File: src/rtl/core/stre_pkg.sv
`timescale 1ns / 1ps
// ============================================================================
// stre_pkg
// Shared codes, widths and controller/datapath signal groups for the
// segment tree range engine.
// ============================================================================
package stre_pkg;

    // Defaults for the top-level parameters.
    localparam int DEF_MAX_ELEMENTS = 1024;
    localparam int DEF_DATA_WIDTH   = 32;

    // Fixed field widths of the channels.
    localparam int OP_W        = 2;
    localparam int IDX_W       = 10;
    localparam int VAL_W       = 32;
    localparam int MODE_W      = 2;
    localparam int CNT_W       = 11;
    localparam int CFG_INDEX_W = 1;
    localparam int CFG_DATA_W  = 11;

    localparam logic [CNT_W-1:0] COUNT_RESET = 11'd1024;

    // Operation codes.
    localparam logic [OP_W-1:0] OP_LOAD   = 2'd0;
    localparam logic [OP_W-1:0] OP_UPDATE = 2'd1;
    localparam logic [OP_W-1:0] OP_QUERY  = 2'd2;

    // Aggregate kinds.
    localparam logic [MODE_W-1:0] MODE_SUM = 2'd0;
    localparam logic [MODE_W-1:0] MODE_MAX = 2'd1;
    localparam logic [MODE_W-1:0] MODE_MIN = 2'd2;

    // Configuration register indexes.
    localparam logic [CFG_INDEX_W-1:0] CFG_MODE  = 1'd0;
    localparam logic [CFG_INDEX_W-1:0] CFG_COUNT = 1'd1;

    // Progress of a stack frame.
    localparam logic [1:0] STG_FIRST      = 2'd0;
    localparam logic [1:0] STG_LEFT_DONE  = 2'd1;
    localparam logic [1:0] STG_RIGHT_DONE = 2'd2;

    typedef enum logic [1:0] {RD_SELF, RD_LEFT, RD_RIGHT} rd_sel_t;
    typedef enum logic [1:0] {CH_LEFT, CH_RIGHT, CH_POINT} child_t;
    typedef enum logic [1:0] {WR_NONE, WR_LEAF, WR_COVER, WR_REFRESH} wr_t;
    typedef enum logic [1:0] {RET_NONE, RET_NEUTRAL, RET_COVER, RET_COMBINE} ret_t;
    typedef enum logic [1:0] {MUL_NONE, MUL_COVER, MUL_REFRESH} mul_t;

    // Commands from the controller to the datapath.
    typedef struct packed {
        logic    latch;
        logic    clr_start;
        logic    clr_step;
        logic    push_root;
        logic    push_child;
        child_t  child;
        logic    save_left;
        logic    rd_en;
        rd_sel_t rd_sel;
        logic    cap_a;
        logic    cap_b;
        mul_t    mul;
        wr_t     wr;
        ret_t    ret;
        logic    pop;
        logic    next_point;
        logic    out_load;
    } cmd_t;

    // Status from the datapath to the controller.
    typedef struct packed {
        logic              clr_last;
        logic              load_ok;
        logic              empty;
        logic [OP_W-1:0]   op;
        logic [MODE_W-1:0] kind;
        logic              is_leaf;
        logic              disjoint;
        logic              covered;
        logic [1:0]        stage;
        logic              sp_zero;
        logic              pt_last;
        logic              out_full;
    } status_t;

endpackage

File: src/rtl/core/stre_ctrl.sv
`timescale 1ns / 1ps
// ============================================================================
// stre_ctrl
// Sequencer that walks the tree recursion through the datapath's frame stack.
// ============================================================================
module stre_ctrl (
    input  logic              clk,
    input  logic              rst_n,
    input  logic              in_valid,
    output logic              in_ready,
    input  logic              cfg_we,
    input  stre_pkg::status_t status,
    output stre_pkg::cmd_t    cmd
);

    localparam logic [3:0] S_CLEAR   = 4'd0;
    localparam logic [3:0] S_IDLE    = 4'd1;
    localparam logic [3:0] S_START   = 4'd2;
    localparam logic [3:0] S_ENTER   = 4'd3;
    localparam logic [3:0] S_EVAL    = 4'd4;
    localparam logic [3:0] S_COV_WR  = 4'd5;
    localparam logic [3:0] S_RD_L    = 4'd6;
    localparam logic [3:0] S_RD_R    = 4'd7;
    localparam logic [3:0] S_RD_P    = 4'd8;
    localparam logic [3:0] S_REF_MUL = 4'd9;
    localparam logic [3:0] S_REF_WR  = 4'd10;
    localparam logic [3:0] S_RET     = 4'd11;
    localparam logic [3:0] S_RESUME  = 4'd12;
    localparam logic [3:0] S_DONE    = 4'd13;

    logic [3:0] state_reg;
    logic [3:0] state_next;
    logic       is_ask;
    logic       is_add;
    logic       is_point;

    // Walk style for the word in hand.
    assign is_ask   = (status.op == stre_pkg::OP_QUERY);
    assign is_add   = (status.op == stre_pkg::OP_UPDATE) &&
                      (status.kind == stre_pkg::MODE_SUM);
    assign is_point = !is_ask && !is_add;

    assign in_ready = (state_reg == S_IDLE) && !cfg_we;

    // State register.
    always_ff @(posedge clk or negedge rst_n)
    begin
        if (!rst_n)
        begin
            state_reg <= S_CLEAR;
        end
        else
        begin
            state_reg <= state_next;
        end
    end

    // Next state and commands.
    always_comb
    begin
        state_next     = state_reg;
        cmd            = '0;
        cmd.child      = stre_pkg::CH_LEFT;
        cmd.rd_sel     = stre_pkg::RD_SELF;
        cmd.mul        = stre_pkg::MUL_NONE;
        cmd.wr         = stre_pkg::WR_NONE;
        cmd.ret        = stre_pkg::RET_NONE;
        unique case (state_reg)
            S_CLEAR:
            begin
                cmd.clr_step = 1'b1;
                if (status.clr_last)
                begin
                    state_next = S_IDLE;
                end
            end
            S_IDLE:
            begin
                if (in_valid && in_ready)
                begin
                    cmd.latch  = 1'b1;
                    state_next = S_START;
                end
            end
            S_START:
            begin
                priority if (status.op == stre_pkg::OP_LOAD)
                begin
                    cmd.push_root = status.load_ok;
                    state_next    = status.load_ok ? S_ENTER : S_IDLE;
                end
                else if (status.op == stre_pkg::OP_UPDATE)
                begin
                    cmd.push_root = !status.empty;
                    state_next    = status.empty ? S_IDLE : S_ENTER;
                end
                else if (status.op == stre_pkg::OP_QUERY)
                begin
                    if (status.empty)
                    begin
                        cmd.ret    = stre_pkg::RET_NEUTRAL;
                        state_next = S_DONE;
                    end
                    else
                    begin
                        cmd.push_root = 1'b1;
                        state_next    = S_ENTER;
                    end
                end
                else
                begin
                    state_next = S_IDLE;
                end
            end
            S_ENTER:
            begin
                cmd.rd_en  = 1'b1;
                cmd.rd_sel = stre_pkg::RD_SELF;
                state_next = S_EVAL;
            end
            S_EVAL:
            begin
                priority if (is_point)
                begin
                    if (status.is_leaf)
                    begin
                        cmd.wr     = stre_pkg::WR_LEAF;
                        state_next = S_RET;
                    end
                    else
                    begin
                        cmd.push_child = 1'b1;
                        cmd.child      = stre_pkg::CH_POINT;
                        state_next     = S_ENTER;
                    end
                end
                else if (status.disjoint)
                begin
                    cmd.ret    = is_ask ? stre_pkg::RET_NEUTRAL : stre_pkg::RET_NONE;
                    state_next = S_RET;
                end
                else if (status.covered)
                begin
                    cmd.mul    = stre_pkg::MUL_COVER;
                    state_next = S_COV_WR;
                end
                else
                begin
                    cmd.push_child = 1'b1;
                    cmd.child      = stre_pkg::CH_LEFT;
                    state_next     = S_ENTER;
                end
            end
            S_COV_WR:
            begin
                if (is_ask)
                begin
                    cmd.ret = stre_pkg::RET_COVER;
                end
                else
                begin
                    cmd.wr = stre_pkg::WR_COVER;
                end
                state_next = S_RET;
            end
            S_RD_L:
            begin
                cmd.rd_en  = 1'b1;
                cmd.rd_sel = stre_pkg::RD_LEFT;
                state_next = S_RD_R;
            end
            S_RD_R:
            begin
                cmd.cap_a  = 1'b1;
                cmd.rd_en  = 1'b1;
                cmd.rd_sel = stre_pkg::RD_RIGHT;
                state_next = S_RD_P;
            end
            S_RD_P:
            begin
                cmd.cap_b  = 1'b1;
                cmd.rd_en  = 1'b1;
                cmd.rd_sel = stre_pkg::RD_SELF;
                state_next = S_REF_MUL;
            end
            S_REF_MUL:
            begin
                cmd.mul    = stre_pkg::MUL_REFRESH;
                state_next = S_REF_WR;
            end
            S_REF_WR:
            begin
                cmd.wr     = stre_pkg::WR_REFRESH;
                state_next = S_RET;
            end
            S_RET:
            begin
                if (status.sp_zero)
                begin
                    priority if (is_ask)
                    begin
                        state_next = S_DONE;
                    end
                    else if ((status.op == stre_pkg::OP_UPDATE) && is_point &&
                             !status.pt_last)
                    begin
                        cmd.next_point = 1'b1;
                        cmd.push_root  = 1'b1;
                        state_next     = S_ENTER;
                    end
                    else
                    begin
                        state_next = S_IDLE;
                    end
                end
                else
                begin
                    cmd.pop    = 1'b1;
                    state_next = S_RESUME;
                end
            end
            S_RESUME:
            begin
                priority if (is_point)
                begin
                    state_next = S_RD_L;
                end
                else if (status.stage == stre_pkg::STG_LEFT_DONE)
                begin
                    cmd.save_left  = is_ask;
                    cmd.push_child = 1'b1;
                    cmd.child      = stre_pkg::CH_RIGHT;
                    state_next     = S_ENTER;
                end
                else if (is_ask)
                begin
                    cmd.ret    = stre_pkg::RET_COMBINE;
                    state_next = S_RET;
                end
                else
                begin
                    state_next = S_RD_L;
                end
            end
            S_DONE:
            begin
                if (!status.out_full)
                begin
                    cmd.out_load = 1'b1;
                    state_next   = S_IDLE;
                end
            end
            default:
            begin
                state_next = S_CLEAR;
            end
        endcase

        // A register write restarts the clearing pass from any state.
        if (cfg_we)
        begin
            cmd.clr_start = 1'b1;
            cmd.clr_step  = 1'b0;
            state_next    = S_CLEAR;
        end
    end

endmodule

File: config.mk
export PLATFORM = sky130hd
export DESIGN_NAME = stre_ctrl
export DESIGN_NICKNAME = d
export VERILOG_FILES = /design/src/rtl/core/stre_pkg.sv /design/src/rtl/core/stre_ctrl.sv
export SDC_FILE = /design/constraint.sdc
export NUM_CORES = 1
export LEC_CHECK = 0
export BUFFER_PORTS_ARGS = -buffer_cell sky130_fd_sc_hd__buf_4
export CORE_UTILIZATION = 45
export CTS_CLUSTER_DIAMETER = 50
export DETAILED_ROUTE_END_ITERATION = 6
export PLACE_DENSITY = 0.77
export SKIP_LAST_GASP = 1
export SYNTH_ARGS = -nofsm -noshare
export SYNTH_HDL_FRONTEND = slang
export SYNTH_SLANG_ARGS = --single-unit
File: constraint.sdc
create_clock -name clk -period 4.3 [get_ports clk]
set_clock_uncertainty 0.1 [all_clocks]
set_input_delay 0.86 -clock clk [delete_from_list [all_inputs] [get_ports clk]]
set_output_delay 0.86 -clock clk [all_outputs]
set_load 0.05 [all_outputs]
## After elaboration in Yosys (flattened, before gate mapping)

Cells that the tools add are included.

- Mux-type cells: 68
- Reductions and logical operators: 17
- Eq/ne operators: 19

Operator list:

| kind | number |
|---|---|
| two-way mux 4 bit | 18 |
| one-hot mux 4 bit (13 select lines) | 1 |
| two-way mux 1 bit | 27 |
| equality test 4 bit, second input constant | 6 |
| two-way mux 2 bit | 11 |
| equality test 4 x 3 -> 1 bit, second input constant | 4 |
| two-way mux 3 bit | 5 |
| one-hot mux 3 bit (3 select lines) | 1 |
| equality test 4 x 2 -> 1 bit, second input constant | 2 |
| one-hot mux 2 bit (4 select lines) | 1 |
| logical AND 1 bit | 6 |
| != test 3 bit, second input constant | 2 |
| one-hot mux 2 bit (3 select lines) | 1 |
| one-hot mux 3 bit (2 select lines) | 1 |
| zero test 1 bit | 5 |
| equality test 2 x 1 -> 1 bit, second input constant | 2 |
| equality test 4 x 1 -> 1 bit, second input constant | 1 |
| zero test 2 bit | 2 |
| zero test 4 bit | 1 |
| one-hot mux 2 bit (2 select lines) | 1 |
| OR reduction 2 bit | 2 |
| != test 3 x 2 -> 1 bit, second input constant | 1 |
| AND reduction 3 bit | 1 |
| equality test 2 bit, second input constant | 1 |
| one-hot mux 1 bit (2 select lines) | 1 |

- Input port bits: 19
- Output and inout port bits: 23
- Logic and storage cells: 105
- Register bits after elaboration: 4

## Depth between registers and ports, before layout

- Depth in word-level cells: 11
- Mapped depth: 6
- Depth with buffers taken out: 4

## Worst setup path before layout

Ideal clock, no wire load.

- Path kind: input -> output
- From: input port cfg_we
- To: output port cmd[21] (netlist name)
- Data arrival time: 3002 ps
- Data required time: 3340 ps
- Path buffers: 0
- Stages: 2
- Slack: 338 ps
- Cell sequence: nor4_1 -> and2_1

RTL lines:

| element | RTL line | text |
|---|---|---|
| from (decl) | stre_ctrl.sv:11 | `input logic cfg_we,` |
| to (decl) | stre_ctrl.sv:13 | `output stre_pkg::cmd_t cmd` |

==> results.sh <==
export IMPL_synth_top_cell_by_area="dfrtp_1"
export IMPL_largest_reg_flops=4
export IMPL_grt_overflow=0
export IMPL_r2r_end="state_reg[3]"
export IMPL_grt_usage=0.230
export IMPL_grt_antenna_before_repair=0
export IMPL_cts_buffer_depth=2
export IMPL_cp_arrival_ps=2130
export IMPL_m1WireLength_um=972
export IMPL_cap_violations=0
export IMPL_peakVddDrop_mv=0.180
export IMPL_syn2layout_area_growth_pct=34.5
export IMPL_critPathMaxFanout=8
export IMPL_layout_commonest_cell="buf_4"
export IMPL_reg2reg_slack_ps=2390
export IMPL_async_reset_ff_frac=1.00
export IMPL_slew_headroom=0.547
export IMPL_critPathKind="input port to output port"
export IMPL_fin_crit_ps=3090
export IMPL_met2_length_mm=1.16
export IMPL_final_max_slew_viol_count=0
export IMPL_cts_sinks=4
export IMPL_synth_ff_latch_count=4
export IMPL_seq_area_um2=100
export IMPL_grt_pass1_vias=839
export IMPL_cts_buffers=3
export IMPL_worstPathRequired_ps=3340
export IMPL_p_leak_uw=0.000477
export IMPL_io_buffers=41
export IMPL_status="completed"
export IMPL_wl_per_cell_um=13.3
export IMPL_synth_edf_count=0
export IMPL_root_buffer="clkbuf_4"
export IMPL_setup_violations=0
export IMPL_ys_seq_area_frac=0.126
export IMPL_hp_class="input port to asynchronous set/reset pin"
export IMPL_nets=172
export IMPL_num_io_pins=42
export IMPL_path_clk_slew_ps=40
export IMPL_fillers=152
export IMPL_ff2ff_path_depth=4
export IMPL_yosys_most_used_dff="dfrtp_1"
export IMPL_drc_errors=0
export IMPL_num_rows=14
export IMPL_synth_top_cell_area_share=0.126
export IMPL_h_tree_depth=1
export IMPL_worst_slew_pin_slew_ps=679
export IMPL_antenna_left=0
export IMPL_grt_setup_unrepaired="false"
export IMPL_dieHeight_um=44.1
export IMPL_synth_cells=118
export IMPL_core_area_um2=1580
export IMPL_layout_cells_non_filler=167
export IMPL_insertion_delay_ps=240
export IMPL_ys_types=41
export IMPL_yosys_warnings=0
export IMPL_drtIter0Drc=38
export IMPL_gp_congestion=0.858
export IMPL_vias=984
export IMPL_via_per_inst=5.89
export IMPL_top_layer="met3"
export IMPL_die_w_um=44.1
export IMPL_wl_met3_um=100
export IMPL_critPathLaunchType="input port"
export IMPL_setup_slack_ps=1210
export IMPL_antenna_cells=0
export IMPL_tns_ps=0
export IMPL_initial_core_util=0.506
export IMPL_cts_resized=0
export IMPL_layout_common_cells="buf_4 (41), nor2_1 (15), a21oi_1 (8)"
export IMPL_cts_tree="built"
export IMPL_synth_area_um2=797
export IMPL_wirelength_mm=2.23
export IMPL_pre_cts_ws_ps=1220
export IMPL_syn_avg_cell_area_um2=6.75
export IMPL_placed_cells=164
export IMPL_die_area_um2=1940
export IMPL_hpwlAfterDp_mm=1.68
export IMPL_drtPass1Iterations=6
export IMPL_grt_max_degree=22
export IMPL_rr_startpoint="state_reg[0]"
export IMPL_ys_top_cells_by_area="dfrtp_1 (13%), nor2_1 (7.1%), a21oi_1 (5.0%)"
export IMPL_synth_net_count=137
export IMPL_drive_gt1_frac=0.331
export IMPL_timing_fmax_mhz=324
export IMPL_cts_hold_buf=0
export IMPL_endpoint_kind="output port"
export IMPL_cts_setup_buffers=0
export IMPL_fin_crit_sh=0.718
export IMPL_hold_viol=0
export IMPL_multiInputGateArea_um2=603
export IMPL_grt_pass1_wl_mm=3.46
export IMPL_power_density_nw_per_um2=339
[power by group]
part	switching [µW]	leakage (µW)	total, µW	internal, µW
combinational	134	0.000410	223	88.3
sequential	48.2	0.0000542	93.6	45.4
clock	16.2	0.0000138	47.5	31.3
total	199	0.000477	364	165
[cell type report]
class	count	share of cell area
clock buffers	3	0.0210
multi-input cells	98	0.562
well taps	16	0.0187
inverters	5	0.0175
flip-flops and latches	4	0.0933
repair buffers	41	0.287
[cell families after synthesis]
family / after synthesis / synth area share
buffers and inverters: 16 / 0.118
and+or+nand+nor: 64 / 0.454
AOI/OAI and AO/OA: 30 / 0.253
muxes: 3 / 0.0392
xor gates and xnor gates: 1 / 0.0110
DFF: 4 / 0.126
[cells in the mapped netlist, types with 2 or more instances]
cell type,number
buf_4,4
a21oi_2,2
and3_1,2
a21oi_1,8
nand2b_1,6
nor2b_1,6
nand3_1,5
buf_2,3
a31oi_1,5
and2b_1,2
nor3b_1,2
o22ai_1,3
inv_1,5
nor3_1,5
buf_6,2
o21ai_0,4
nand2_1,6
nor2_1,15
or2b_1,2
dfrtp_1,4
nor4_1,5
mux2i_1,2
clkbuf_1,2
[critical path, cell delays in order]
cell and delay [ps]:
buf_4 110, nor2_1 280, a21oi_2 180, or4_4 440, inv_1 70, buf_4 180
[through the flow]
step	hold WS [ps]	util	cell area, µm²	power, µW
after floorplan	464	-	797	277
after global placement	554	0.666	1050	313
after detailed placement	555	0.666	1050	315
after CTS	303	0.680	1070	363
after global routing	302	0.680	1070	390
final	309	0.680	1070	364
[how the worst max path moves through the flow]
stage | from | endpoint | slack (ps)
3_5_place_dp | status[9] | cmd[7] | 1220
6_report | status[9] | cmd[7] | 1210
4_1_cts | status[9] | cmd[7] | 1220
3_3_place_gp | status[9] | cmd[7] | 1230
5_1_grt | status[9] | cmd[7] | 1120
2_1_floorplan | cfg_we | cmd[21] | 340
[per-layer routing]
| layer | GRT usage | vias up |
|---|---|---|
| li1 | - | 500 |
| met4 | 0.0727 | 0 |
| met3 | 0.0122 | 0 |
| met2 | 0.424 | 34 |
| met5 | 0 | - |
| met1 | 0.284 | 450 |
No activity file was read; power rests on OpenSTA's default activity.
